<file path="src/rtl/core/mxp3_pkg.sv">
`timescale 1ns / 1ps
`default_nettype none

package mxp3_pkg;

    localparam int CFG_IDX_W = 2;
    localparam int CFG_DATA_W = 13;
    localparam int PIX_W = 32;
    localparam int COORD_W = 12;
    localparam int NUM_SLOTS = 4;

    // register map
    localparam logic [CFG_IDX_W-1:0] REG_IMAGE_WIDTH  = 2'd0;
    localparam logic [CFG_IDX_W-1:0] REG_IMAGE_HEIGHT = 2'd1;

    // result slots in emit order
    localparam int SLOT_UP_PREV  = 0;
    localparam int SLOT_LO_PREV  = 1;
    localparam int SLOT_UP_CUR   = 2;
    localparam int SLOT_LO_CUR   = 3;

    typedef logic [NUM_SLOTS-1:0] slot_mask_t;

    // coordinates and pending results of one pixel
    typedef struct packed {
        slot_mask_t         mask;
        logic [COORD_W-1:0] row_up;
        logic [COORD_W-1:0] row_cur;
        logic [COORD_W-1:0] col_prev;
        logic [COORD_W-1:0] col_cur;
    } pool_item_t;

    typedef struct packed {
        logic       has_up;
        logic       two_up;
        logic       first_col;
        pool_item_t item;
    } pix_ctl_t;

    // ieee total order key, -0 below +0
    function automatic logic [PIX_W-1:0] order_key(input logic [PIX_W-1:0] x);
        order_key = x[PIX_W-1] ? ~x : (x | {1'b1, {(PIX_W-1){1'b0}}});
    endfunction

    function automatic logic [PIX_W-1:0] fmax_bits(input logic [PIX_W-1:0] a,
                                                   input logic [PIX_W-1:0] b);
        fmax_bits = (order_key(a) >= order_key(b)) ? a : b;
    endfunction

endpackage

`default_nettype wire

</file>
<file path="src/rtl/core/mxp3_res_if.sv">
`timescale 1ns / 1ps
`default_nettype none

interface mxp3_res_if;
    logic        valid;
    logic        ready;
    logic [11:0] out_row;
    logic [11:0] out_col;
    logic [31:0] max_value;
    logic        run_last;

    modport source (output valid, output out_row, output out_col, output max_value,
                    output run_last, input ready);
    modport sink (input valid, input out_row, input out_col, input max_value,
                  input run_last, output ready);
endinterface

`default_nettype wire

</file>
<file path="src/rtl/core/mxp3_emit.sv">
`timescale 1ns / 1ps
`default_nettype none

module mxp3_emit
    import mxp3_pkg::*;
(
    input  wire logic             clk,
    input  wire logic             rst_n,
    input  wire logic             item_valid,
    output logic                  item_ready,
    input  wire pool_item_t       item,
    input  wire logic [PIX_W-1:0] win_upper [3],
    input  wire logic [PIX_W-1:0] win_lower [3],
    mxp3_res_if.source            res
);

    logic               s2_valid_reg, s2_valid_next;
    pool_item_t         s2_item_reg;
    slot_mask_t         mask_reg, mask_next, pick, rest;
    logic               out_valid_reg, out_valid_next;
    logic [COORD_W-1:0] row_reg, col_reg;
    logic [PIX_W-1:0]   val_reg;
    logic               last_reg;
    logic [COORD_W-1:0] sel_row, sel_col;
    logic [PIX_W-1:0]   sel_val;
    logic               out_free, fire, done, load;

    assign pick = mask_reg & (~mask_reg + slot_mask_t'(1));
    assign rest = mask_reg & ~pick;

    assign out_free   = !out_valid_reg || res.ready;
    assign fire       = s2_valid_reg && (mask_reg != '0) && out_free;
    assign done       = s2_valid_reg && ((mask_reg == '0) || (fire && (rest == '0)));
    assign item_ready = !s2_valid_reg || done;
    assign load       = item_valid && item_ready;

    always_comb
    begin
        sel_row = s2_item_reg.row_up;
        sel_col = s2_item_reg.col_prev;
        sel_val = fmax_bits(fmax_bits(win_upper[0], win_upper[1]), win_upper[2]);
        case (1'b1)
            pick[SLOT_LO_PREV]:
            begin
                sel_row = s2_item_reg.row_cur;
                sel_val = fmax_bits(fmax_bits(win_lower[0], win_lower[1]), win_lower[2]);
            end
            pick[SLOT_UP_CUR]:
            begin
                sel_col = s2_item_reg.col_cur;
                sel_val = fmax_bits(win_upper[1], win_upper[2]);
            end
            pick[SLOT_LO_CUR]:
            begin
                sel_row = s2_item_reg.row_cur;
                sel_col = s2_item_reg.col_cur;
                sel_val = fmax_bits(win_lower[1], win_lower[2]);
            end
            default:
            begin
                sel_row = s2_item_reg.row_up;
            end
        endcase
    end

    always_comb
    begin
        s2_valid_next  = load ? 1'b1 : (done ? 1'b0 : s2_valid_reg);
        mask_next      = load ? item.mask : (fire ? rest : mask_reg);
        out_valid_next = fire || (out_valid_reg && !res.ready);
    end

    always_ff @(posedge clk or negedge rst_n)
    begin
        if (!rst_n)
        begin
            s2_valid_reg  <= 1'b0;
            mask_reg      <= '0;
            out_valid_reg <= 1'b0;
        end
        else
        begin
            s2_valid_reg  <= s2_valid_next;
            mask_reg      <= mask_next;
            out_valid_reg <= out_valid_next;
        end
    end

    always_ff @(posedge clk)
    begin
        if (load)
        begin
            s2_item_reg <= item;
        end
        if (fire)
        begin
            row_reg  <= sel_row;
            col_reg  <= sel_col;
            val_reg  <= sel_val;
            last_reg <= (rest == '0);
        end
    end

    assign res.valid     = out_valid_reg;
    assign res.out_row   = row_reg;
    assign res.out_col   = col_reg;
    assign res.max_value = val_reg;
    assign res.run_last  = last_reg;

endmodule

`default_nettype wire
</file>
<file path="src/flat_wrapper.sv">
// flat-port wrapper written by rule: the top's interface ports become plain ports
module mxp3_emit_flat import mxp3_pkg::*;
  (clk, rst_n, item_valid, item_ready, item, win_upper, win_lower, res_valid, res_out_row, res_out_col, res_max_value, res_run_last, res_ready);
  mxp3_res_if res_i ();
  input  wire logic clk;
  input  wire logic rst_n;
  input  wire logic item_valid;
  output logic item_ready;
  input  wire pool_item_t item;
  input  wire logic [PIX_W-1:0] win_upper[3];
  input  wire logic [PIX_W-1:0] win_lower[3];
  output wire logic [$bits(res_i.valid)-1:0] res_valid;
  output wire logic [$bits(res_i.out_row)-1:0] res_out_row;
  output wire logic [$bits(res_i.out_col)-1:0] res_out_col;
  output wire logic [$bits(res_i.max_value)-1:0] res_max_value;
  output wire logic [$bits(res_i.run_last)-1:0] res_run_last;
  input wire logic [$bits(res_i.ready)-1:0] res_ready;
  assign res_valid = res_i.valid;
  assign res_out_row = res_i.out_row;
  assign res_out_col = res_i.out_col;
  assign res_max_value = res_i.max_value;
  assign res_run_last = res_i.run_last;
  assign res_i.ready = res_ready;
  mxp3_emit u_core (.clk(clk), .rst_n(rst_n), .item_valid(item_valid), .item_ready(item_ready), .item(item), .win_upper(win_upper), .win_lower(win_lower), .res(res_i));
endmodule
</file>
<file path="config.mk">
export PLATFORM = sky130hd
export DESIGN_NAME = mxp3_emit_flat
export DESIGN_NICKNAME = d
export VERILOG_FILES = /design/src/rtl/core/mxp3_pkg.sv /design/src/rtl/core/mxp3_res_if.sv /design/src/rtl/core/mxp3_emit.sv /design/src/flat_wrapper.sv
export SDC_FILE = /design/constraint.sdc
export NUM_CORES = 1
export LEC_CHECK = 0
export ABC_AREA = 1
export BUFFER_PORTS_ARGS = -buffer_cell sky130_fd_sc_hd__buf_2
export CORE_MARGIN = 2
export CORE_UTILIZATION = 55
export CTS_CLUSTER_SIZE = 40
export DETAILED_ROUTE_END_ITERATION = 10
export PLACE_DENSITY = 0.8
export SYNTH_ARGS = -nofsm -noshare
export SYNTH_HDL_FRONTEND = slang
export SYNTH_SLANG_ARGS = --single-unit
</file>
<file path="constraint.sdc">
create_clock -name clk -period 5.2 [get_ports clk]
set_input_delay 1.04 -clock clk [delete_from_list [all_inputs] [get_ports clk]]
set_output_delay 1.04 -clock clk [all_outputs]
set_load 0.005 [all_outputs]
</file>
==> results.txt, run 1 <==
- Headroom to the max-slew limit came out at 0.205.
- P per Cell Area: 355 nW/µm²
* TritonRoute pass-1 iters: 8
* Num CTS Buffers: 9
- Overall Global Routing Usage: 0.320
- Counting the fill cells in the layout gives 2262.
- Synthesis-to-layout area growth: 23.0%
* Max Cap Viol: 0
- Io pins: 307
- Input and output buffers added on the ports amount to 306.
- Sum of met2 wire segment lengths after detailed routing: 22.1 mm
- After floorplanning, the core was divided into 60 placement rows.
* Final core utilization: 0.687
- Placeable core region: 27000 µm²
- Global routing finished with a remaining overflow of 0.
* Routed wire length: 49.2 mm
- Vias in the first global route: 14.4k
- Cell internal power dissipation: 0.00355 W
* Net switching share of the total power: 0.459
- After clock tree synthesis, the clock-pin slew on the worst setup and hold paths is 100 ps.
- The run finished, with violations left.
- The design draws 0.00657 W.
* Final clock period utilization by the worst path: 1.00
- Final #Nets: 2932
- Detailed-routed wire length on met3: 4.26 mm
* Fraction of final layout cells sized beyond drive strength 1: 0.215
- In this run the worst hold path is classified as input pin to asynchronous set/reset pin.
- Peak fanout along the critical path: 31
* Net switching power: 0.00302 W
* Skew-Pair Late Insertion Delay: 370 ps
- After synthesis, the largest family of logic cells by area is simple AND/OR/NAND/NOR gates.
- For this run, the register share of the synthesized area comes to 0.219.
- Data on the critical path arrives at its endpoint at 5330 ps.
* Fmax: 192 MHz
- Violated checks: setup timing
* Simple-gate area share of the yosys netlist: 0.303
* Die area: 28700 µm²
- In the routed design, unresolved DRC markers number 0.
* Sequential fraction of design power: 0.256
- Synthesis produced 2163 cells.
* Starting density of the core: 0.559
- Of the total synthesized cell area, the portion taken by full adders, half adders and majority gates is 0.160.
- First-pass GRT wire length: 73.7 mm
- Mean instance size in the synthesized netlist: 6.96 µm²
- Critical path required time: 5310 ps
* Maximum clock skew at final layout: 23.0 ps
* Warning count from the yosys run: 0
- Min Tclk post-route: 5220 ps
- Setup repair after global routing could not meet its margin everywhere.
- CP Capture Type: flop
* Length of routed wiring on met1: 21.2 mm
- Setup violations remaining at the end of the flow were counted as 5.
- The compound-cell area share of the yosys netlist was 0.0624.
* Critical path startpoint category: input pin
* Maximum number of pins on one net before global-route repair: 53
- Transition at the pin with the smallest max-transition slack: 1180 ps
- Net count of the mapped netlist: 2603
- Of the total power, the clock network draws 0.113.
- Post-synthesis cell type count: 35
- Maximum clock insertion buffer count: 2
* Final hold slack: 477 ps
- Type of the setup path with the least slack: input pin to flop
- The count of nets left with antenna violations once routing finished came out at 0.
- X dimension of the die: 169 µm
- Antenna violations before repair: 4
* IR drop worst, VDD: 225 µV
- Fraction of synthesized cell area in xor and xnor cells: 0.127
- Placed wire-length estimate after detailed placement: 38.4 mm
- Leakage power: 10.1 nW
- CTS H-Tree Depth: 3
- After detailed routing, the average wire length per cell comes to 17.3 µm.
* Drt via density: 5.65
- Across all layers, the routed design uses 16.1k vias.
* Seq cells post-synth: 111
* Weighted congestion at the end of routability-driven global placement: 0.978
* Max reg flops: 48
- Combinational Power Share: 0.630
- CTS saw 111 sinks.
- Number of hold violations in the final report: 0
* CTS tree: built
* Post-synthesis mux area share: 0.0180
- Vertical die dimension: 169 µm
- Highest metal layer used by the detailed router: met4
* Root Buffer Master: clkbuf_16
- Buffers inserted to repair hold after CTS numbered 0.
- Before CTS, the worst setup slack after placement is -282 ps.
- The max-slew violation total from the final report came to 0.
* Detailed router's first-iteration violation count: 1832
- Final setup margin: -15.9 ps
* Cell Area, Synth: 15100 µm²
-- area by class of cell --
| class | instances | area [µm²] | share of cell area |
|---|---|---|---|
| Tap cell | 341 | 427 | 0.0230 |
| Clock buffer | 9 | 225 | 0.0122 |
| Sequential cell | 111 | 3300 | 0.178 |
| Antenna cell | 4 | 10.0 | 0.000540 |
| Inverter | 305 | 1150 | 0.0621 |
| Multi-Input combinational cell | 1635 | 10500 | 0.565 |
| Clock inverter | 7 | 78.8 | 0.00426 |
| Timing Repair Buffer | 430 | 2870 | 0.155 |
-- critical path: stages --
cell and delay [ps]:
buf_8 130, clkbuf_16 150, xnor2_1 280, ha_1 200, nand2_1 60, nor2_2 140, nand2_2 100, nor4_4 360
nand4_2 250, buf_6 190, buf_12 150, nand4_1 150, nand2_1 90, nand2_1 80, nand2_1 80, ha_1 280
nand2_1 60, nor2_2 180, nand2_2 120, nor4_4 250, buf_4 180, nand3_4 120, buf_12 150, nand3_4 130
buf_6 160, nand3_1 100, nand2_1 80, nand2_1 50
-- per-stage QoR --
step / instances / instance area (µm²) / setup TNS, ps
2_1_floorplan: 2163 / 15100 / 0
3_3_place_gp: 2796 / 17400 / -4240
3_5_place_dp: 2796 / 17400 / -7650
4_1_cts: 2812 / 17700 / 0
5_1_grt: 2842 / 18500 / -3090
6_report: 2842 / 18500 / -47.8
-- layout by cell type (no fill, tap or decap), types with 2 or more instances in the layout --
cell       count
nand2_1      561
buf_2        305
inv_1        303
nand3_1      233
ha_1         188
nand4_1      144
xor2_1       110
edfxtp_1     105
xnor2_1       95
a21oi_1       82
buf_4         81
nor2_1        50
o21ai_0       38
mux2_2        24
o21ai_1       22
clkbuf_16     16
buf_12        15
buf_6         14
xor2_2        11
o21a_1        10
nand2_2        9
nor2_2         8
a21oi_2        7
buf_8          6
dfrtp_1        6
a21o_1         5
diode_2        4
nand3_4        4
nand2_4        4
nor2_4         4
ha_4           4
inv_8          4
o21bai_1       3
nor4_4         2
inv_6          2
nand3_2        2
o211ai_1       2
o21ai_2        2
o221ai_1       2
clkbuf_4       2
-- cell usage after synthesis, drive strengths merged --
| master | n | area [µm²] |
|---|---|---|
| a21o | 5 | 37.5 |
| nor4 | 3 | 40.0 |
| clkbuf | 50 | 188 |
| o21a | 11 | 82.6 |
| o21ai | 62 | 310 |
| a21oi | 90 | 454 |
| edfxtp | 105 | 3150 |
| xnor2 | 96 | 841 |
| nor3b | 1 | 7.51 |
| o221ai | 2 | 17.5 |
| nand2 | 574 | 2160 |
| nand3 | 238 | 1200 |
| mux2 | 24 | 270 |
| xor2 | 122 | 1070 |
| nor3 | 2 | 10.0 |
| nor2 | 62 | 235 |
| nand4 | 145 | 913 |
| o21bai | 3 | 22.5 |
| dfrtp | 6 | 150 |
| inv | 305 | 1140 |
| ha | 192 | 2400 |
| buf | 63 | 332 |
| o211ai | 2 | 15.0 |
-- worst paths after layout --
check,cells after the start,slack (ps),from,end
setup / recovery,28,-20,win_lower[63],u_core.res.max_value[22]
hold / removal,1,480,rst_n,u_core.res.valid
setup reg to reg,7,2650,u_core.mask_reg[1],u_core.res.out_row[2]
hold reg to reg,1,550,u_core.s2_item_reg[4],u_core.res.out_col[4]
max in group asynchronous,1,4580,rst_n,u_core.mask_reg[1]
min in group clk,1,550,u_core.s2_item_reg[4],u_core.res.out_col[4]
-- logic make-up (layout without fill, tap and decap cells) --
logic type      after synthesis  count (layout)
buf+inv                     418             751
fa+ha+maj                   192             192
other cells                   0               4
xor+xnor                    218             218
simple gates               1025            1026
mux                          24              24
flops                       111             111
compound gates              175             175
-- power groups by stage --
stage	clock network, W	registers [W]	logic [W]
3_3_place_gp	0	0.00169	0.00368
5_1_grt	0.000780	0.00171	0.00462
4_1_cts	0.000749	0.00169	0.00383
3_5_place_dp	0	0.00171	0.00380
2_1_floorplan	0	0.00170	0.00257
6_report	0.000745	0.00168	0.00414
-- routing by layer --
metal,track usage,up-vias
met2,0.504,876
met4,0.0977,0
li1,-,7810
met5,0,-
met3,0.0387,111
met1,0.458,7262
-- repair_timing --
item                                   4_1_cts  5_1_grt
setup buffers                                0       13
endpoints found under the hold margin        0        0
gates resized for setup                      0      109
setup endpoints to repair                    0       32
Power figures use the tool's default switching activity.
==> run 2: changes to the inputs <==
--- a/config.mk
+++ b/config.mk
@@ -7,11 +7,13 @@
 export LEC_CHECK = 0
 export ABC_AREA = 1
 export BUFFER_PORTS_ARGS = -buffer_cell sky130_fd_sc_hd__buf_2
+export CELL_PAD_IN_SITES_DETAIL_PLACEMENT = 0
+export CELL_PAD_IN_SITES_GLOBAL_PLACEMENT = 1
 export CORE_MARGIN = 2
-export CORE_UTILIZATION = 55
+export CORE_UTILIZATION = 41
 export CTS_CLUSTER_SIZE = 40
 export DETAILED_ROUTE_END_ITERATION = 10
-export PLACE_DENSITY = 0.8
+export PLACE_DENSITY_LB_ADDON = 0.1
 export SYNTH_ARGS = -nofsm -noshare
 export SYNTH_HDL_FRONTEND = slang
 export SYNTH_SLANG_ARGS = --single-unit
==> results.txt, run 2 (synthesis results as in run 1) <==
- The flow ran to the end, and the final reports show no timing, DRC or antenna violations.
- The worst setup path is of the input pin to flop kind.
- Cell internal power dissipation: 0.00375 W (+5.4%)
* Final-report setup violation count: 0 (-5)
* P per Cell Area: 335 nW/µm² (-5.7%)
- Transition at the pin with the smallest max-transition slack: 1130 ps (-58.8 ps)
- The total DRC errors in the routed layout is 0 (unchanged).
* Detailed router's first-iteration violation count: 1064 (-42%)
- Placeable core region: 36300 µm² (+35%)
- Slowest cell delay on critical path: 260 ps (-100 ps)
- Most common cell after layout, fill and taps aside: nand2_1
- The largest fanout on the critical path was 9 (-71%).
- The maximum vdd ir drop is 223 µV (-0.85%).
- The endpoint required time on the critical path is 5310 ps (about the same).
- The worst hold margin was 491 ps (+14.6 ps).
- The max-slew violation total from the final report came to 0 (unchanged).
- Combinational Power Share: 0.650 (+0.020)
* Die area: 38300 µm² (+33%)
- Overall Global Routing Usage: 0.265 (-0.0544)
- The number of flip-flops in the largest register came to 48 (unchanged).
- Cell with the biggest individual delay on the critical path: ha_4
- The number of buffers inserted during clock tree synthesis was 9 (unchanged).
- Number of hold violations in the final report: 0 (unchanged)
- Number of buffers inserted for hold repair after clock tree synthesis: 0 (unchanged)
* Antenna violations before repair: 0 (-4)
- Type of the worst min-delay path: input pin to asynchronous set/reset pin
- The finished layout cell area was 20200 µm² (+9.0%).
* TritonRoute pass-1 iters: 5 (-3)
- Root Buffer Master: clkbuf_16
- In this design, the critical path's most frequently occurring cell is nand2_1.
* Vias in the first global route: 14.4k (+0.014%)
- CTS tree: built
- Mean routed wirelength per cell: 17.0 µm (-2.0%)
* Routed wire length: 53.3 mm (+8.3%)
- The switching portion of total power came to 0.446 (-0.0136).
- STA classifies the critical path endpoint as a flop.
- The register-to-register setup slack came to 2680 ps (+30 ps).
- Final #Nets: 3108 (+6.0%)
- The worst setup path is launched from an input pin.
- The die outline width was 196 µm (+15%).
* Number of I/O port buffers: 306 (unchanged)
- The pin count of the biggest net entering global routing came to 53 (unchanged).
- The standard-cell row count was 70 (+17%).
* Min Tclk post-route: 5030 ps (-183 ps)
- The number of top-level pins is 307 (unchanged).
- The initial core utilization came to 0.414 (-0.144).
- The multi-input logic area came to 10600 µm² (+1.1%).
- The share of the core filled with cells came to 0.556 (-0.132).
- Sequential fraction of design power: 0.251 (-0.005)
- Fmax: 199 MHz (+3.6%)
* Placed wire-length estimate after detailed placement: 42.9 mm (+12%)
- The part of the cycle the worst path needs was 0.968 (-0.0352).
- The arrival time at the worst endpoint came to 5150 ps (-180 ps).
* Max Cap Viol: 0 (unchanged)
- The share of power burned in the clock network came to 0.099 (-0.014).
- The total cell area at the placement stage was 18900 µm² (+8.4%).
- First-pass GRT wire length: 80.6 mm (+9.4%)
* Drt via density: 5.02 (-11%)
- The total net switching power was 0.00301 W (-0.22%).
* Fraction of final layout cells sized beyond drive strength 1: 0.275 (+0.0599)
- Clock slew at reported path FFs: 70 ps (-30 ps)
- The via count came to 15.8k (-1.8%).
* Number of fill cells: 3582 (+58%)
- The total clock sinks was 111 (unchanged).
- Skew-Pair Late Insertion Delay: 370 ps (about the same)
- The top cell types in the final layout, fill and taps aside, are 553 x nand2_1, 304 x buf_2, 300 x inv_1.
- The final antenna diode count came to 0 (-4).
* FF/Latch Area: 3300 µm² (unchanged)
- The deepest clock path buffer count is 2 (unchanged).
* Max transition margin: 0.248 (+0.0427)
- Leakage power: 11.0 nW (+8.6%)
- From synthesis to final layout, the design area changed by 34.1%.
- The maximum clock skew at final layout is 12.9 ps (-10.2 ps).
- Weighted congestion at the end of routability-driven global placement: 0.885 (-9.5%)
- Vertical die dimension: 196 µm (+15%)
- The number of routed nets with antenna violations is 0 (unchanged).
* CTS H-Tree Depth: 3 (unchanged)
* GRT Residual Overflow: 0 (unchanged)
- R2R cell count: 6 (-1)
[run 2: changes by cell type in the layout (fill, tap and decap cells not counted), sizes merged]
cell,change
nand3,-1
diode,-4
inv,-3
clkbuf,-1
clkinv,+3
buf,+178
[run 2: routing by layer]
layer  part of all wire  vias up  routed length, µm  track usage
met2               0.43      486              23100        0.398
met3              0.053       30               2810       0.0282
met4              0.013        0                671       0.0461
li1                   -     8164                  -            -
met1               0.50     7086              26700        0.410
met5                  0        -                  0            0
[run 2: area by class of cell]
| type | count | share of cell area |
|---|---|---|
| clock buffers | 9 | 0.0112 |
| clock inverters | 7 | 0.00273 |
| inverters | 305 | 0.0569 |
| multi-input cells | 1634 | 0.524 |
| flip-flops and latches | 111 | 0.164 |
| well taps | 468 | 0.0290 |
| repair buffers | 607 | 0.213 |
[run 2: worst paths after layout]
kind / to / from
worst min register to register: u_core.res.out_col[1] / u_core.s2_item_reg[1]
min in group clk: u_core.res.out_col[1] / u_core.s2_item_reg[1]
worst min-delay path: u_core.mask_reg[3] / rst_n
worst max register to register: u_core.res.out_col[5] / u_core.mask_reg[0]
worst max-delay path: u_core.res.max_value[0] / win_lower[63]
max in group asynchronous: u_core.res.valid / rst_n
[run 2: power by group through the flow]
stage / Combinational, W / Clock (W) / Sequential [W]
detailed placement: 0.00408 / 0 / 0.00172
finish: 0.00439 / 0.000669 / 0.00170
CTS: 0.00421 / 0.000691 / 0.00170
floorplan: 0.00257 / 0 / 0.00170
global placement: 0.00401 / 0 / 0.00171
global route: 0.00493 / 0.000712 / 0.00173
[run 2: per-stage QoR]
step	total power (W)	TNS, ps	worst slack, ps	cells
final	0.00676	0	167	3141
after global routing	0.00736	-462	-34.8	3141
after CTS	0.00660	0	11.2	3118
after detailed placement	0.00580	-13780	-514	3092
after global placement	0.00572	-13510	-514	3092
after floorplan	0.00427	0	109	2163
[run 2: worst max-delay path, delay by kind of cell]
kind	cells	cell delay, ps
AND/OR/NAND/NOR	16	1650
buffers and inverters	11	1410
adder cells (fa/ha/maj)	2	460
AO/OA/AOI/OAI	3	390
XOR/XNOR	1	170
[run 2: timing repair]
action | CTS | global route
setup buffers | 7 | 15
resized for setup | 26 | 109
endpoints found under the setup margin | 25 | 32
gates cloned | 3 | 8
pin swaps | 9 | 27
